<file path="config.mk">
export PLATFORM = sky130hd
export DESIGN_NAME = regulator_voltage_code_convert_unit
export DESIGN_NICKNAME = d
export VERILOG_FILES = /design/src/design/rvcc_pkg.sv /design/src/design/rvcc_classify.sv /design/src/design/rvcc_scale.sv /design/src/design/rvcc_format.sv /design/src/design/regulator_voltage_code_convert_unit.sv
export SDC_FILE = /design/constraint.sdc
export NUM_CORES = 1
export LEC_CHECK = 0
export BUFFER_PORTS_ARGS = -buffer_cell sky130_fd_sc_hd__buf_2
export CAP_MARGIN = 20
export CORE_MARGIN = 2
export CORE_UTILIZATION = 60
export DETAILED_ROUTE_END_ITERATION = 6
export GPL_TIMING_DRIVEN = 0
export MAX_ROUTING_LAYER = met4
export PLACE_DENSITY = 0.78
export SYNTH_ARGS = -nofsm -noshare
export SYNTH_HDL_FRONTEND = slang
export SYNTH_SLANG_ARGS = --single-unit
</file>
<file path="constraint.sdc">
create_clock -name clock -period 16.3 [get_ports clock]
set_input_delay 3.26 -clock clock [delete_from_list [all_inputs] [get_ports clock]]
set_output_delay 3.26 -clock clock [all_outputs]
set_load 0.01 [all_outputs]
</file>
<file path="src/design/rvcc_pkg.sv">
// Shared widths, channel numbers, constants, stage payload types and helpers.
package rvcc_pkg;

   localparam int CH_W      = 4;
   localparam int MV_IN_W   = 16;
   localparam int CODE_W    = 7;
   localparam int LOW_W     = 5;
   localparam int MV_W      = 13;
   localparam int OPND_W    = 12;
   localparam int MULT_W    = 15;
   localparam int PROD_W    = OPND_W + MULT_W;
   localparam int DIV_SHIFT = 18;

   localparam logic [CH_W-1:0] CH_BUCK1 = 4'd0;
   localparam logic [CH_W-1:0] CH_BUCK2 = 4'd1;
   localparam logic [CH_W-1:0] CH_BUCK3 = 4'd2;
   localparam logic [CH_W-1:0] CH_BUCK4 = 4'd3;
   localparam logic [CH_W-1:0] CH_BUCK5 = 4'd4;
   localparam logic [CH_W-1:0] CH_LDOA1 = 4'd5;
   localparam logic [CH_W-1:0] CH_LDOA2 = 4'd6;
   localparam logic [CH_W-1:0] CH_LDOA3 = 4'd7;
   localparam logic [CH_W-1:0] CH_LDOA4 = 4'd8;
   localparam logic [CH_W-1:0] CH_LDOB1 = 4'd9;
   localparam logic [CH_W-1:0] CH_LDOB2 = 4'd10;
   localparam logic [CH_W-1:0] CH_CPUS  = 4'd11;
   localparam logic [CH_W-1:0] CH_LDOD1 = 4'd12;
   localparam logic [CH_W-1:0] CH_LDOD2 = 4'd13;

   localparam logic [LOW_W-1:0]  CODE_BUCK5_1200 = 5'h19;
   localparam logic [CODE_W-1:0] CODE_SEG2_BASE  = 7'd71;
   localparam logic [CODE_W-1:0] CODE_SEG3_BASE  = 7'd88;

   // ceil(2^DIV_SHIFT / d): exact truncating quotient for any OPND_W-bit dividend
   localparam logic [MULT_W-1:0] RECIP_10  = MULT_W'(((1 << DIV_SHIFT) + 9) / 10);
   localparam logic [MULT_W-1:0] RECIP_20  = MULT_W'(((1 << DIV_SHIFT) + 19) / 20);
   localparam logic [MULT_W-1:0] RECIP_50  = MULT_W'(((1 << DIV_SHIFT) + 49) / 50);
   localparam logic [MULT_W-1:0] RECIP_100 = MULT_W'(((1 << DIV_SHIFT) + 99) / 100);

   localparam logic [MULT_W-1:0] STEP_10  = MULT_W'(10);
   localparam logic [MULT_W-1:0] STEP_20  = MULT_W'(20);
   localparam logic [MULT_W-1:0] STEP_50  = MULT_W'(50);
   localparam logic [MULT_W-1:0] STEP_100 = MULT_W'(100);

   typedef struct packed {
      logic              decode;
      logic              ok;
      logic              wide;
      logic [OPND_W-1:0] operand;
      logic [MULT_W-1:0] factor;
      logic [MV_W-1:0]   base;
   } operand_type;

   typedef struct packed {
      logic              decode;
      logic              ok;
      logic              wide;
      logic [PROD_W-1:0] product;
      logic [MV_W-1:0]   base;
   } product_type;

   function automatic logic [OPND_W-1:0] clamp_offset(
      input logic [MV_IN_W-1:0] mv,
      input logic [MV_IN_W-1:0] lo,
      input logic [MV_IN_W-1:0] hi
   );
      logic [MV_IN_W-1:0] v;
      logic [MV_IN_W-1:0] d;
      begin
         if (mv < lo) begin
            v = lo;
         end else if (mv > hi) begin
            v = hi;
         end else begin
            v = mv;
         end
         d = v - lo;
         return d[OPND_W-1:0];
      end
   endfunction

endpackage

</file>
<file path="src/design/rvcc_classify.sv">
// First stage: channel and segment selection, offset, factor and base registers.
module rvcc_classify (
   input  logic                          clock,
   input  logic                          reset,
   input  logic                          in_valid,
   output logic                          in_ready,
   input  logic                          in_mode,
   input  logic [rvcc_pkg::CH_W-1:0]     in_channel,
   input  logic [rvcc_pkg::MV_IN_W-1:0]  in_millivolts,
   input  logic [rvcc_pkg::CODE_W-1:0]   in_code,
   output logic                          out_valid,
   input  logic                          out_ready,
   output rvcc_pkg::operand_type         out_data
);

   logic                  valid_ff;
   logic                  valid_in;
   rvcc_pkg::operand_type data_ff;
   rvcc_pkg::operand_type data_in;

   always_comb begin
      logic [rvcc_pkg::MV_IN_W-1:0] mv;
      logic [rvcc_pkg::CODE_W-1:0]  c;
      logic [rvcc_pkg::LOW_W-1:0]   low;
      logic [rvcc_pkg::MV_IN_W-1:0] seg2_hi;
      logic [rvcc_pkg::CODE_W-1:0]  c_seg2;
      logic [rvcc_pkg::CODE_W-1:0]  c_seg3;
      logic [rvcc_pkg::MV_IN_W-1:0] d_seg1;
      logic [rvcc_pkg::MV_IN_W-1:0] d_seg2;
      logic [rvcc_pkg::MV_IN_W-1:0] d_seg3;
      mv      = in_millivolts;
      c       = in_code;
      low     = c[rvcc_pkg::LOW_W-1:0];
      seg2_hi = (in_channel == rvcc_pkg::CH_BUCK4) ? 16'd1840 : 16'd1540;
      c_seg2  = c - rvcc_pkg::CODE_SEG2_BASE;
      c_seg3  = c - rvcc_pkg::CODE_SEG3_BASE;
      d_seg1  = mv - 16'd500;
      d_seg2  = mv - 16'd1220;
      d_seg3  = mv - 16'd1600;
      data_in         = '0;
      data_in.decode  = in_mode;
      data_in.ok      = 1'b1;
      data_in.factor  = rvcc_pkg::RECIP_100;
      if (!in_mode) begin
         unique case (in_channel)
            rvcc_pkg::CH_BUCK1: begin
               data_in.operand = rvcc_pkg::clamp_offset(mv, 16'd1500, 16'd3400);
            end
            rvcc_pkg::CH_BUCK2, rvcc_pkg::CH_BUCK3, rvcc_pkg::CH_BUCK4: begin
               data_in.wide = 1'b1;
               priority if (mv >= 16'd500 && mv <= 16'd1200) begin
                  data_in.operand = d_seg1[rvcc_pkg::OPND_W-1:0];
                  data_in.factor  = rvcc_pkg::RECIP_10;
               end else if (mv >= 16'd1220 && mv <= seg2_hi) begin
                  data_in.operand = d_seg2[rvcc_pkg::OPND_W-1:0];
                  data_in.factor  = rvcc_pkg::RECIP_20;
                  data_in.base    = rvcc_pkg::MV_W'(rvcc_pkg::CODE_SEG2_BASE);
               end else if (in_channel == rvcc_pkg::CH_BUCK3 && mv >= 16'd1600
                            && mv <= 16'd3400) begin
                  data_in.operand = d_seg3[rvcc_pkg::OPND_W-1:0];
                  data_in.base    = rvcc_pkg::MV_W'(rvcc_pkg::CODE_SEG3_BASE);
               end else begin
                  data_in.ok = 1'b0;
               end
            end
            rvcc_pkg::CH_BUCK5: begin
               if (mv == 16'd1200) begin
                  data_in.base = rvcc_pkg::MV_W'(rvcc_pkg::CODE_BUCK5_1200);
               end else begin
                  data_in.operand = rvcc_pkg::clamp_offset(mv, 16'd1400, 16'd3700);
               end
            end
            rvcc_pkg::CH_LDOA1, rvcc_pkg::CH_LDOA2, rvcc_pkg::CH_LDOA3,
            rvcc_pkg::CH_LDOA4, rvcc_pkg::CH_LDOB1, rvcc_pkg::CH_LDOB2: begin
               data_in.operand = rvcc_pkg::clamp_offset(mv, 16'd500, 16'd3500);
            end
            rvcc_pkg::CH_CPUS, rvcc_pkg::CH_LDOD2: begin
               data_in.operand = rvcc_pkg::clamp_offset(mv, 16'd500, 16'd1400);
               data_in.factor  = rvcc_pkg::RECIP_50;
            end
            rvcc_pkg::CH_LDOD1: begin
               data_in.operand = rvcc_pkg::clamp_offset(mv, 16'd500, 16'd3300);
            end
            default: begin
               data_in.ok = 1'b0;
            end
         endcase
      end else begin
         data_in.operand = rvcc_pkg::OPND_W'(low);
         data_in.factor  = rvcc_pkg::STEP_100;
         unique case (in_channel)
            rvcc_pkg::CH_BUCK1: begin
               data_in.base = 13'd1500;
            end
            rvcc_pkg::CH_BUCK2, rvcc_pkg::CH_BUCK3, rvcc_pkg::CH_BUCK4: begin
               priority if (c < rvcc_pkg::CODE_SEG2_BASE) begin
                  data_in.operand = rvcc_pkg::OPND_W'(c);
                  data_in.factor  = rvcc_pkg::STEP_10;
                  data_in.base    = 13'd500;
               end else if (in_channel == rvcc_pkg::CH_BUCK3
                            && c >= rvcc_pkg::CODE_SEG3_BASE) begin
                  data_in.operand = rvcc_pkg::OPND_W'(c_seg3);
                  data_in.base    = 13'd1600;
               end else begin
                  data_in.operand = rvcc_pkg::OPND_W'(c_seg2);
                  data_in.factor  = rvcc_pkg::STEP_20;
                  data_in.base    = 13'd1220;
               end
            end
            rvcc_pkg::CH_BUCK5: begin
               if (low == rvcc_pkg::CODE_BUCK5_1200) begin
                  data_in.operand = '0;
                  data_in.base    = 13'd1200;
               end else begin
                  data_in.base = 13'd1400;
               end
            end
            rvcc_pkg::CH_CPUS, rvcc_pkg::CH_LDOD2: begin
               data_in.factor = rvcc_pkg::STEP_50;
               data_in.base   = 13'd500;
            end
            rvcc_pkg::CH_LDOA1, rvcc_pkg::CH_LDOA2, rvcc_pkg::CH_LDOA3,
            rvcc_pkg::CH_LDOA4, rvcc_pkg::CH_LDOB1, rvcc_pkg::CH_LDOB2,
            rvcc_pkg::CH_LDOD1: begin
               data_in.base = 13'd500;
            end
            default: begin
               data_in.ok      = 1'b0;
               data_in.operand = '0;
            end
         endcase
      end
   end

   assign in_ready  = !valid_ff || out_ready;
   assign valid_in  = in_ready ? in_valid : valid_ff;
   assign out_valid = valid_ff;
   assign out_data  = data_ff;

   always_ff @(posedge clock) begin
      if (reset) begin
         valid_ff <= 1'b0;
      end else begin
         valid_ff <= valid_in;
      end
   end

   always_ff @(posedge clock) begin
      if (in_valid && in_ready) begin
         data_ff <= data_in;
      end
   end

endmodule

</file>
<file path="src/design/rvcc_scale.sv">
// Second stage: multiply the operand by the step or reciprocal factor.
module rvcc_scale (
   input  logic                  clock,
   input  logic                  reset,
   input  logic                  in_valid,
   output logic                  in_ready,
   input  rvcc_pkg::operand_type in_data,
   output logic                  out_valid,
   input  logic                  out_ready,
   output rvcc_pkg::product_type out_data
);

   logic                  valid_ff;
   logic                  valid_in;
   rvcc_pkg::product_type data_ff;
   rvcc_pkg::product_type data_in;

   always_comb begin
      data_in.decode  = in_data.decode;
      data_in.ok      = in_data.ok;
      data_in.wide    = in_data.wide;
      data_in.base    = in_data.base;
      data_in.product = rvcc_pkg::PROD_W'(in_data.operand) * rvcc_pkg::PROD_W'(in_data.factor);
   end

   assign in_ready  = !valid_ff || out_ready;
   assign valid_in  = in_ready ? in_valid : valid_ff;
   assign out_valid = valid_ff;
   assign out_data  = data_ff;

   always_ff @(posedge clock) begin
      if (reset) begin
         valid_ff <= 1'b0;
      end else begin
         valid_ff <= valid_in;
      end
   end

   always_ff @(posedge clock) begin
      if (in_valid && in_ready) begin
         data_ff <= data_in;
      end
   end

endmodule

</file>
<file path="src/design/rvcc_format.sv">
// Third stage: quotient or voltage sum, field gating and the result register.
module rvcc_format (
   input  logic                          clock,
   input  logic                          reset,
   input  logic                          in_valid,
   output logic                          in_ready,
   input  rvcc_pkg::product_type         in_data,
   output logic                          out_valid,
   input  logic                          out_ready,
   output logic                          out_ok,
   output logic [rvcc_pkg::CODE_W-1:0]   out_code,
   output logic                          out_wide,
   output logic [rvcc_pkg::MV_W-1:0]     out_millivolts
);

   logic                          valid_ff;
   logic                          valid_in;
   logic                          ok_ff;
   logic                          ok_in;
   logic [rvcc_pkg::CODE_W-1:0]   code_ff;
   logic [rvcc_pkg::CODE_W-1:0]   code_in;
   logic                          wide_ff;
   logic                          wide_in;
   logic [rvcc_pkg::MV_W-1:0]     mv_ff;
   logic [rvcc_pkg::MV_W-1:0]     mv_in;

   always_comb begin
      logic [rvcc_pkg::CODE_W-1:0] quotient;
      logic [rvcc_pkg::CODE_W-1:0] code_sum;
      logic [rvcc_pkg::MV_W-1:0]   mv_sum;
      quotient = in_data.product[rvcc_pkg::DIV_SHIFT +: rvcc_pkg::CODE_W];
      code_sum = quotient + in_data.base[rvcc_pkg::CODE_W-1:0];
      mv_sum   = in_data.product[rvcc_pkg::MV_W-1:0] + in_data.base;
      ok_in    = in_data.ok;
      if (in_data.decode) begin
         code_in = '0;
         wide_in = 1'b0;
         mv_in   = in_data.ok ? mv_sum : '0;
      end else begin
         code_in = in_data.ok ? code_sum : '0;
         wide_in = in_data.wide;
         mv_in   = '0;
      end
   end

   assign in_ready       = !valid_ff || out_ready;
   assign valid_in       = in_ready ? in_valid : valid_ff;
   assign out_valid      = valid_ff;
   assign out_ok         = ok_ff;
   assign out_code       = code_ff;
   assign out_wide       = wide_ff;
   assign out_millivolts = mv_ff;

   always_ff @(posedge clock) begin
      if (reset) begin
         valid_ff <= 1'b0;
      end else begin
         valid_ff <= valid_in;
      end
   end

   always_ff @(posedge clock) begin
      if (in_valid && in_ready) begin
         ok_ff   <= ok_in;
         code_ff <= code_in;
         wide_ff <= wide_in;
         mv_ff   <= mv_in;
      end
   end

endmodule

</file>
<file path="src/design/regulator_voltage_code_convert_unit.sv">
// Top level of the regulator millivolt / voltage code converter pipeline.
//
//   channel  direction  handshake            payload
//   req      in         req_valid/req_ready  mode, channel, millivolts, code_in
//   rsp      out        rsp_valid/rsp_ready  ok, code_out, wide_code, millivolts_out
//
// Three register stages: segment selection, one 12x15 multiply, add and format.
// rsp_valid rises once a taken req beat has passed the classify, scale and format
// registers; one beat per cycle is sustained while rsp_ready stays high.
// Each stage holds its beat while the stage after it is full and stalled; no beat is
// dropped or repeated, and req_ready falls only when all three stages are full.
// Synchronous reset clears the stage valid bits only.
module regulator_voltage_code_convert_unit (
   input  logic                          clock,
   input  logic                          reset,
   input  logic                          req_valid,
   output logic                          req_ready,
   input  logic                          req_mode,
   input  logic [rvcc_pkg::CH_W-1:0]     req_channel,
   input  logic [rvcc_pkg::MV_IN_W-1:0]  req_millivolts,
   input  logic [rvcc_pkg::CODE_W-1:0]   req_code_in,
   output logic                          rsp_valid,
   input  logic                          rsp_ready,
   output logic                          rsp_ok,
   output logic [rvcc_pkg::CODE_W-1:0]   rsp_code_out,
   output logic                          rsp_wide_code,
   output logic [rvcc_pkg::MV_W-1:0]     rsp_millivolts_out
);

   logic                  s1_valid;
   logic                  s1_ready;
   rvcc_pkg::operand_type s1_data;
   logic                  s2_valid;
   logic                  s2_ready;
   rvcc_pkg::product_type s2_data;

   rvcc_classify u_classify (
      .clock         (clock),
      .reset         (reset),
      .in_valid      (req_valid),
      .in_ready      (req_ready),
      .in_mode       (req_mode),
      .in_channel    (req_channel),
      .in_millivolts (req_millivolts),
      .in_code       (req_code_in),
      .out_valid     (s1_valid),
      .out_ready     (s1_ready),
      .out_data      (s1_data)
   );

   rvcc_scale u_scale (
      .clock     (clock),
      .reset     (reset),
      .in_valid  (s1_valid),
      .in_ready  (s1_ready),
      .in_data   (s1_data),
      .out_valid (s2_valid),
      .out_ready (s2_ready),
      .out_data  (s2_data)
   );

   rvcc_format u_format (
      .clock          (clock),
      .reset          (reset),
      .in_valid       (s2_valid),
      .in_ready       (s2_ready),
      .in_data        (s2_data),
      .out_valid      (rsp_valid),
      .out_ready      (rsp_ready),
      .out_ok         (rsp_ok),
      .out_code       (rsp_code_out),
      .out_wide       (rsp_wide_code),
      .out_millivolts (rsp_millivolts_out)
   );

endmodule
</file>
# Word-level counts from Yosys, hierarchy flattened
# Cells that the tools add are included.
totals:
  word_cells: 138
  regBits: 109
classes:
  n_reduce_logical: 24
  bitwise_logic: 1
  add_sub_neg: 12
  mul: 1
  eq_ne: 15
  n_mux: 51
  order_cmp: 16
ops:
  columns: ["op", "n"]
  rows:
  - ["$mux 12", 24]
  - ["$pmux 12 s6", 1]
  - ["$gt 16x12->1 const B", 4]
  - ["$pmux 15 s2", 2]
  - ["$pmux 13 s4", 1]
  - ["$sub 12x11->12 const B", 4]
  - ["$sub 12x9->12 const B", 4]
  - ["$mux 40", 1]
  - ["$pmux 12 s3", 1]
  - ["$mux 35", 1]
  - ["$ge 16x11->1 const B", 2]
  - ["$lt 16x11->1 const B", 2]
  - ["$mux 27", 1]
  - ["$mux 13", 2]
  - ["$pmux 13 s2", 1]
  - ["$mul 12x15->25", 1]
  - ["$eq 4x4->1 const B", 6]
  - ["$mux 7", 3]
  - ["$mux 9", 2]
  - ["$eq 16x11->1 const B", 1]
  - ["$eq 4x3->1 const B", 4]
  - ["$ge 16x9->1 const B", 1]
  - ["$gt 16x11->1 const B", 1]
  - ["$le 16x11->1", 1]
  - ["other kinds (29)", 49]

# Depth between registers and ports, before layout
# Gate-level depths: netlist (run 1).
logic_depth:
  word_depth: 10
  mapped_depth: 21

# By module
# A second synthesis (run 1) with hierarchy kept.
unflattened:
  hier_cells: 1461
  hier_area_um2: 13365.3
by_module_without_submodules:
  columns: ["module", "instances", "seq_area_each_um2", "area_per_inst_um2", "cells_each"]
  rows:
  - ["rvcc_scale", 1, 1311.3, 7093.1, 736]
  - ["rvcc_classify", 1, 1191.1, 4639.4, 569]
  - ["rvcc_format", 1, 680.7, 1632.8, 156]

# Least setup slack after synthesis (run 1)
# OpenSTA, ideal clock, no wires.
synth_path:
  kind: "input -> output"
  from: "input port rsp_ready"
  to: "output port req_ready"
  n_path_buf: 0
  setup_slack_ps: 9358
  arrival_ps: 3682
  required_ps: 13040
  path_stages: 2
  path_cell_list: "nor2b_1 > nand3_1"
synth_between:
  elab_chain_cells: 3
synth_lines:
  columns: ["element", "line", "source"]
  rows:
  - ["from (decl)", "regulator_voltage_code_convert_unit.sv:23", "input logic rsp_ready,"]
  - ["$logic_or 1x1->1", "rvcc_format.sv:46", "assign in_ready = !valid_ff || out_ready;"]
  - ["$logic_or 1x1->1", "rvcc_scale.sv:26", "assign in_ready = !valid_ff || out_ready;"]
  - ["$logic_or 1x1->1", "rvcc_classify.sv:135", "assign in_ready = !valid_ff || out_ready;"]
  - ["to (decl)", "regulator_voltage_code_convert_unit.sv:17", "output logic req_ready,"]
# No other way between the ends.

# Worst setup path in the final report (run 1)
# Ends and elaborated chain as after synthesis.

==> results.toml, run 1 <==
[place]
post-place-cells = 1678
placed_cell_area_um2 = 12900
io_buffers = 50
place.gp.congestion = 0.989
dp_hpwl_um = 27100

[timing]
worstMarginPinSlew_ns = 1.04
slew_headroom_pct = 30.2
min_period_over_period_pct = 46.0
drv_slew = 0
fmax_mhz = 133
finClkSkew_ns = 0.00945
period_minus_slack_ns = 7.50
grt_setup_unrepaired = "no"
hold_viol_final = 0
setup_viol = 0
fin_tns_setup_ns = 0

[drt]
drc = 0
vias_per_cell = 6.05
drt-total-wl_um = 33400
vias = 10300
ant_nets = 0
dr.pass1.iters = 5
first_iter_violations = 960
routedWlPerCell_um = 19.7

[finish]
drive_gt1_share_pct = 7.58
final_cells = 1694
num_antenna_cells = 0
nNetsFinal = 1676
n_fill_cell = 1649
finalInstanceArea_um2 = 13200
syn2layout_area_growth_pct = 8.12

[clocking]
holdBufCountCts = 0
path_clk_slew_ns = 0.07
cts_tree = "yes"
cts-root-buf = "clkbuf_16"
htreeDepth = 3
cts-resized-gates = 0
cts_made_buffers = 9
insertion_delay_ns = 0.36
clock-sinks = 98
cts_buffer_depth = 2
post_cts_buffers = 0

[die]
die_h_um = 147
core_area_um2 = 20100
fp.dieW_um = 147
rows = 52
initial_utilization_pct = 60.7
dieArea_um2 = 21500
num_io_pins = 56

[worst_setup_path]
cp_cell_sequence = "buf_2 > nor2b_1 > nand3_1 > buf_2"
worst_path_max_delay_cell = "nor2b_1"
critPathLaunchType = "input port"
rr_endpoint = "u_scale.out_data[37]"
critPathCapture = "req_ready"
crit_type = "in2out"
cp.arrival_ns = 4.24
critPathCaptureType = "output port"
cp.required_ns = 13.04
crit_start = "rsp_ready"
rrSetupSlack_ns = 9.76
r2r-start = "u_classify.out_data[13]"
rr_worst_depth = 16
crit_top_cell = "buf_2"
critical_path.max_fanout = 6
max_stage_delay_ns = 0.52

[synthesis]
netlist.area_leader.share_pct = 23.4
async_flop_share_pct = 0
synth_most_common_cell = "inv_1"
synthFlopType = "edfxtp_1"
postSynthAreaPerCell_um2 = 9.01
yosysTopAreaCell = "edfxtp_1"
syn_inst = 1355
ys_ff_latch = 98
synth_edf_count = 95
synth_cell_types = 87
yosysWarnings = 0
synth_top_cells_by_area = "edfxtp_1 (23%), fa_1 (20%), ha_1 (11%)"
syn_nets = 1612
syn_area_um2 = 12200
ys_top_cells_by_count = "inv_1 (200), nand2_1 (156), fa_1 (119), ha_1 (106), edfxtp_1 (95)"
yosysSeqAreaShare_pct = 23.9

[pwr]
seqPwrFrac_pct = 17.4
p_sw_share_pct = 49.2
clock_power_share_pct = 10.0
p_int_mw = 1.13
irDropWorstVdd_mv = 0.168
powerDensity_nw_per_um2 = 169
p_sw_mw = 1.10
p_leak_nw = 5.90
combPwrFrac_pct = 72.6

[grt]
grt-ovfl-total = 0
met1_usage_pct = 42.6
grt_max_degree = 32
grt_pass1_wl_um = 53900
busiest_layer = "met2"
grt.met3_usage_pct = 5.53
grt_pass1_vias = 10300
antenna_found_initial = 0
grt.total_usage_pct = 33.1
met2_usage_pct = 53.3

[run]
cap_violations = 0

[hold_path]
min-delay-start = "u_classify.out_data[3]"
hold_path_class = "reg2reg"

[status]
status = "finished, final reports clean"
==> layout make-up <==
cell class | instances | area, µm² | share of cell area (%)
Inverter | 200 | 751 | 5.69
Buffer | 67 | 289 | 2.19
Multi-Input combinational cell | 990 | 8280 | 62.8
Sequential cell | 98 | 2910 | 22.1
Tap cell | 270 | 338 | 2.56
Timing Repair Buffer | 53 | 305 | 2.31
Clock buffer | 9 | 225 | 1.71
Clock inverter | 7 | 93.8 | 0.711
==> worst max-delay path, delay by kind of cell <==
kind                   cells  cell delay [ns]
buffers and inverters      2             0.27
AND/OR/NAND/NOR            2             0.71
==> power by group through the flow <==
stage | Clock [mW] | Sequential, mW | Combinational [mW]
after floorplan | 0 | 0.386 | 1.17
after global placement | 0 | 0.393 | 1.55
after detailed placement | 0 | 0.393 | 1.60
after CTS | 0.226 | 0.388 | 1.61
after global routing | 0.236 | 0.391 | 1.83
final | 0.223 | 0.387 | 1.62
==> kinds of logic (layout without fill, tap and decap cells) <==
| kind of cell | count (synthesis) | after routing | share of synthesized area (%) |
|---|---|---|---|
| simple gates | 455 | 455 | 18.9 |
| fa+ha+maj | 225 | 225 | 30.4 |
| compound gates | 261 | 261 | 14.7 |
| buf+inv | 267 | 336 | 8.52 |
| xor+xnor | 44 | 44 | 3.16 |
| flops | 98 | 98 | 23.9 |
| mux | 5 | 5 | 0.523 |
==> layout by cell type, fill, tap and decap left out, types with 7 or more instances in the layout <==
cell       count
edfxtp_1      95
clkbuf_1      49
or2_2          8
ha_1         106
o21ai_0       45
nand2_1      156
nand4_1        9
clkbuf_16      9
and2_1        84
o22ai_1       11
inv_1        200
nor2b_1       11
buf_2         58
fa_1         119
nor3b_1        8
o21a_1        10
or3_1          7
nand2b_1      14
xor2_1         9
a31oi_1       17
a211oi_1      12
nor3_1        25
a21oi_1       60
nor2_1        66
nand3_1       26
a21o_1        15
xnor2_1       35
and3_1        13
==> registers in the layout (all words and copies together), names as in the netlist <==
signal and count:
u_scale.out_valid 1, u_format.out_ok 1, u_format.out_wide 1, u_format.out_code 7, u_format.out_millivolts 13, u_classify.out_valid 1
u_scale.out_data 34, u_format.out_valid 1, u_classify.out_data 39
==> worst min path at each step <==
stage,endpoint,slack [ns],cells after the start
6_report,u_scale.out_data[3],0.42,0
5_1_grt,u_scale.out_data[41],0.42,0
4_1_cts,u_scale.out_data[3],0.42,0
3_5_place_dp,u_scale.out_data[2],0.41,0
3_3_place_gp,u_scale.out_data[8],0.40,0
2_1_floorplan,u_scale.out_data[0],0.40,0
==> stage by stage <==
stage          total power [mW]  hold slack, ns  setup slack (ns)  utilization [%]
2_1_floorplan              1.55           0.400              9.36                -
3_3_place_gp               1.94           0.401              8.73             63.6
3_5_place_dp               1.99           0.409              8.78             64.1
4_1_cts                    2.23           0.415              8.80             65.6
5_1_grt                    2.46           0.419              8.76             65.6
6_report                   2.23           0.415              8.80             65.6
==> metal layers <==
layer  up-vias  routed length (µm)
met5         -                   0
met4         0                1260
met3       108                2480
met2       451               15700
met1      4966               14000
li1       4731                   -
Note: power is estimated with default switching activity, not from simulation.
==> run 2: changes to the inputs <==
--- a/config.mk
+++ b/config.mk
@@ -8,11 +8,11 @@
 export BUFFER_PORTS_ARGS = -buffer_cell sky130_fd_sc_hd__buf_2
 export CAP_MARGIN = 20
 export CORE_MARGIN = 2
-export CORE_UTILIZATION = 60
+export CORE_UTILIZATION = 58
 export DETAILED_ROUTE_END_ITERATION = 6
 export GPL_TIMING_DRIVEN = 0
 export MAX_ROUTING_LAYER = met4
-export PLACE_DENSITY = 0.78
+export PLACE_DENSITY = 0.79
 export SYNTH_ARGS = -nofsm -noshare
 export SYNTH_HDL_FRONTEND = slang
 export SYNTH_SLANG_ARGS = --single-unit
==> constraint.sdc (replaced) <==
create_clock -name clock -period 6.4 [get_ports clock]
set_input_delay 1.28 -clock clock [delete_from_list [all_inputs] [get_ports clock]]
set_output_delay 1.28 -clock clock [all_outputs]
set_load 0.01 [all_outputs]
==> run 2 against run 1 <==
Net effect:
- clock power grew 140%
- worst setup slack lost 8.6 ns
- register-to-register slack lost 9.6 ns
==> results.toml, run 2 (synthesis gave the netlist of run 1 again) <==
[clocking]
clock-sinks = 98
cts_buffer_depth = 2
holdBufCountCts = 0
cts-root-buf = "clkbuf_16"
cts_tree = "yes"
cts_made_buffers = 9
path_clk_slew_ns = 0.08
htreeDepth = 3
post_cts_buffers = 0
insertion_delay_ns = 0.35

[timing]
finClkSkew_ns = 0.00904
hold_ws_ns = 0.417
setup_slack_ns = 0.177
min_period_over_period_pct = 97.2
fin_tns_setup_ns = 0
slew_headroom_pct = 29.9
fmax_mhz = 161
worstMarginPinSlew_ns = 1.04
period_minus_slack_ns = 6.22
setup_viol = 0
grt_setup_unrepaired = "no"
drv_slew = 0
hold_viol_final = 0

[die]
dieArea_um2 = 22200
die_h_um = 149
rows = 53
initial_utilization_pct = 58.6
fp.dieW_um = 149
num_io_pins = 56
core_area_um2 = 20800

[drt]
drc = 0
vias = 10200
drt-total-wl_um = 34200
vias_per_cell = 6.02
ant_nets = 0
dr.pass1.iters = 5
first_iter_violations = 814
routedWlPerCell_um = 20.2

[worst_setup_path]
crit_top_cell = "fa_1"
critPathLaunchType = "flop"
cp.required_ns = 6.55
crit_type = "reg2reg"
rr_worst_depth = 18
worst_path_max_delay_cell = "fa_1"
crit_family = "adder cells"
crit_cells = 18
max_stage_delay_ns = 0.55
rrSetupSlack_ns = 0.18
cp_cell_sequence = "clkbuf_1 > and2_1 > fa_1 > ha_1 > fa_1 > inv_1 > fa_1 > fa_1 > inv_1 > ha_1 > o21ai_0 > a21oi_1 > o32ai_2 > o22ai_1 > a2111oi_0 > o21bai_1 > a21oi_1 > xnor2_1"
rr_endpoint = "u_scale.out_data[37]"
critical_path.max_fanout = 10
cp.arrival_ns = 6.37
path_buf_inv = 3
r2r-start = "u_classify.out_data[14]"
critPathCaptureType = "flop"

[grt]
grt.total_usage_pct = 32.7
met1_usage_pct = 40.6
busiest_layer = "met2"
grt_max_degree = 32
grt_pass1_vias = 10200
grt_pass1_wl_um = 54300
antenna_found_initial = 0
grt-ovfl-total = 0
met2_usage_pct = 54.9
grt.met3_usage_pct = 3.15

[finish]
syn2layout_area_growth_pct = 8.08
final_common_cell = "inv_1"
drive_gt1_share_pct = 7.95
largest_reg_flops = 39
final_cells = 1696
mostFrequentLayoutCells = "inv_1 (200), nand2_1 (156), fa_1 (119)"
n_fill_cell = 1758
nNetsFinal = 1673
num_antenna_cells = 0

[status]
status = "finished, final reports clean"

[place]
io_buffers = 50
post-place-cells = 1683
dpl_worst_slack_ns = 0.00674
dp_hpwl_um = 28000
place.gp.congestion = 1.01

[pwr]
seqPwrFrac_pct = 17.7
p_int_mw = 2.89
combPwrFrac_pct = 72.7
p_sw_share_pct = 48.6
p_total_mw = 5.61
powerDensity_nw_per_um2 = 426
p_sw_mw = 2.73
p_leak_nw = 5.90
clock_power_share_pct = 9.7
irDropWorstVdd_mv = 0.313

[run]
cap_violations = 0

[hold_path]
hold_path_class = "reg2reg"
whs_endpoint = "u_scale.out_data[42]"
hold_depth = 0
min-delay-start = "u_classify.out_data[42]"
==> run 2: cell count changes in the layout (fill, tap and decap cells not counted), sizes merged <==
cell / previous run / this run
clkinv: 2 / 4
clkinvlp: 1 / 0
clkbuf: 59 / 55
buf: 70 / 71
bufinv: 1 / 0
==> run 2: worst max-delay path by stage <==
stage,start,to
final,u_classify.out_data[14],u_scale.out_data[37]
after global routing,u_classify.out_data[14],u_scale.out_data[37]
after CTS,u_classify.out_data[13],u_scale.out_data[37]
after detailed placement,u_classify.out_data[33],u_scale.out_data[37]
after global placement,u_classify.out_data[14],u_scale.out_data[37]
after floorplan,u_classify.out_data[13],u_scale.out_data[37]
==> run 2: per-layer routing <==
metal	vias to the layer above	part of all wire, %	wire [µm]
li1	4716	-	-
met1	4962	40	13500
met2	424	49	16900
met3	108	6.8	2340
met4	0	4.3	1490
met5	-	0	0
==> run 2: power groups by stage <==
stage          registers, mW  logic (mW)  clock network (mW)
6_report               0.992        4.08               0.542
4_1_cts                0.987        4.05               0.547
2_1_floorplan          0.982        2.97                   0
5_1_grt                 1.00        4.60               0.566
3_5_place_dp            1.00        3.98                   0
3_3_place_gp           0.998        3.83                   0
==> run 2: area by class of cell <==
| cell class | instances | area, µm² | area share, % |
|---|---|---|---|
| plain buffers | 64 | 283 | 2.14 |
| clock inverters | 7 | 81.3 | 0.616 |
| repair buffers | 53 | 305 | 2.31 |
| flip-flops and latches | 98 | 2910 | 22.1 |
| well taps | 275 | 344 | 2.61 |
| inverters | 200 | 751 | 5.69 |
| multi-input cells | 990 | 8290 | 62.8 |
| clock buffers | 9 | 225 | 1.71 |
==> run 2: through the flow <==
step / utilization (%) / area [µm²]
after floorplan: - / 12200
after detailed placement: 61.9 / 12900
after global routing: 63.4 / 13200
after CTS: 63.4 / 13200
final: 63.4 / 13200
after global placement: 61.5 / 12800
==> run 2: repair_timing <==
action                     CTS  global route
setup endpoints to repair    1             1
resized for setup            1             8
pin swaps                    0             0
==> run 3: changes to the inputs <==
--- a/config.mk
+++ b/config.mk
@@ -7,7 +7,6 @@
 export LEC_CHECK = 0
 export BUFFER_PORTS_ARGS = -buffer_cell sky130_fd_sc_hd__buf_2
 export CAP_MARGIN = 20
-export CORE_MARGIN = 2
 export CORE_UTILIZATION = 58
 export DETAILED_ROUTE_END_ITERATION = 6
 export GPL_TIMING_DRIVEN = 0
==> run 3 against run 2 <==
Net effect:
- clock skew increased by 0.00055 ns
- register-to-register slack improved by 0.096 ns
- sequential cell count unchanged
- first-iteration DRC count increased by 4.3%
- power increased by 3.2%
- worst hold slack got worse by 0.0040 ns
==> results.toml, run 3 (synthesis gave the netlist of run 1 again) <==
[worst_setup_path]
max_stage_delay_ns = 0.57
critPathLaunchType = "flop"
cp.required_ns = 6.48
cp_cell_sequence = "clkbuf_2 > nand2_1 > fa_1 > fa_1 > fa_1 > fa_1 > fa_1 > inv_1 > ha_1 > or3_1 > o32ai_2 > o22ai_1 > a2111oi_2 > o21bai_1 > a21oi_1 > xnor2_2"
critPathCaptureType = "flop"
crit_type = "reg2reg"
cp.arrival_ns = 6.21
crit_family = "adder cells"
r2r-start = "u_classify.out_data[13]"
path_buf_inv = 2
critical_path.max_fanout = 10
worst_path_max_delay_cell = "fa_1"
crit_start = "u_classify.out_data[13]"
crit_top_cell = "fa_1"

[place]
io_buffers = 50
placed_cell_area_um2 = 12900
place.gp.congestion = 0.976
dp_hpwl_um = 27900

[clocking]
post_cts_buffers = 0
path_clk_slew_ns = 0.08
insertion_delay_ns = 0.35
clock-sinks = 98
htreeDepth = 3
cts_tree = "yes"
cts_made_buffers = 9
holdBufCountCts = 0
cts-root-buf = "clkbuf_16"
cts_buffer_depth = 2

[grt]
grt_pass1_wl_um = 55200
grt-ovfl-total = 0
grt_pass1_vias = 10400
grt_max_degree = 32
grt.total_usage_pct = 34.3
antenna_found_initial = 0

[timing]
period_minus_slack_ns = 6.13
hold_ws_ns = 0.413
slew_headroom_pct = 31.5
setup_viol = 0
hold_viol_final = 0
grt_setup_unrepaired = "no"
finClkSkew_ns = 0.00958
worstMarginPinSlew_ns = 1.02
min_period_over_period_pct = 95.7
drv_slew = 0
fmax_mhz = 163

[die]
rows = 52
fp.dieW_um = 147
dieArea_um2 = 21600
num_io_pins = 56
initial_utilization_pct = 59.8
die_h_um = 147
core_area_um2 = 20400

[finish]
syn2layout_area_growth_pct = 8.29
num_antenna_cells = 0
drive_gt1_share_pct = 8.53
final_common_cell = "inv_1"
largest_reg_flops = 39
finalInstanceArea_um2 = 13200
finish.utilization_pct = 64.7
mostFrequentLayoutCells = "inv_1 (200), nand2_1 (156), fa_1 (119)"
nNetsFinal = 1671
n_fill_cell = 1745

[pwr]
irDropWorstVdd_mv = 0.475
p_total_mw = 5.79
p_leak_nw = 5.94
powerDensity_nw_per_um2 = 438

[drt]
ant_nets = 0
routedWlPerCell_um = 20.3
first_iter_violations = 849
drc = 0
dr.pass1.iters = 6
drt-total-wl_um = 34300
vias_per_cell = 6.15
vias = 10400

[status]
status = "finished, final reports clean"

[run]
cap_violations = 0

[hold_path]
hold_path_class = "reg2reg"
min-delay-start = "u_classify.out_data[5]"
-- run 3: path summary, 6_finish.rpt --
kind / depth (start not counted) / slack [ns] / endpoint
hold reg to reg: 0 / 0.41 / u_scale.out_data[5]
setup reg to reg: 16 / 0.27 / u_scale.out_data[37]
hold / removal: 0 / 0.41 / u_scale.out_data[5]
setup / recovery: 16 / 0.27 / u_scale.out_data[37]
-- run 3: final cells by class --
class,instances,area (µm²),share of cell area [%]
multi-input combinational,990,8300,62.8
sequential,98,2910,22.0
inverter,200,751,5.68
tap,270,338,2.56
timing repair buffer,53,305,2.31
buffer,62,285,2.16
clock buffer,10,239,1.81
clock inverter,6,83.8,0.634
-- run 3: routing by layer --
| layer | wire length, µm | track usage (%) |
|---|---|---|
| met4 | 1320 | 13.1 |
| met2 | 16400 | 55.2 |
| met5 | 0 | - |
| met3 | 2690 | 5.90 |
| met1 | 13900 | 43.1 |
-- run 3: through the flow --
step,setup TNS [ns],cells,worst slack [ns]
finish,0,1689,0.273
global route,0,1689,0.0289
CTS,0,1694,0.0799
detailed placement,-0.344,1678,-0.344
global placement,-0.290,1675,-0.290
floorplan,0,1355,0.965
-- run 3: what timing repair did --
item | CTS | global route
endpoints found under the hold margin | 0 | 0
gates resized for setup | 3 | 23
setup endpoints to repair | 1 | 2
-- run 3: power breakdown --
| part | internal, mW | total (mW) | switching (mW) |
|---|---|---|---|
| Clock | 0.323 | 0.579 | 0.256 |
| Sequential | 0.940 | 0.999 | 0.0595 |
| Combinational | 1.67 | 4.21 | 2.55 |
| Total | 2.93 | 5.79 | 2.86 |
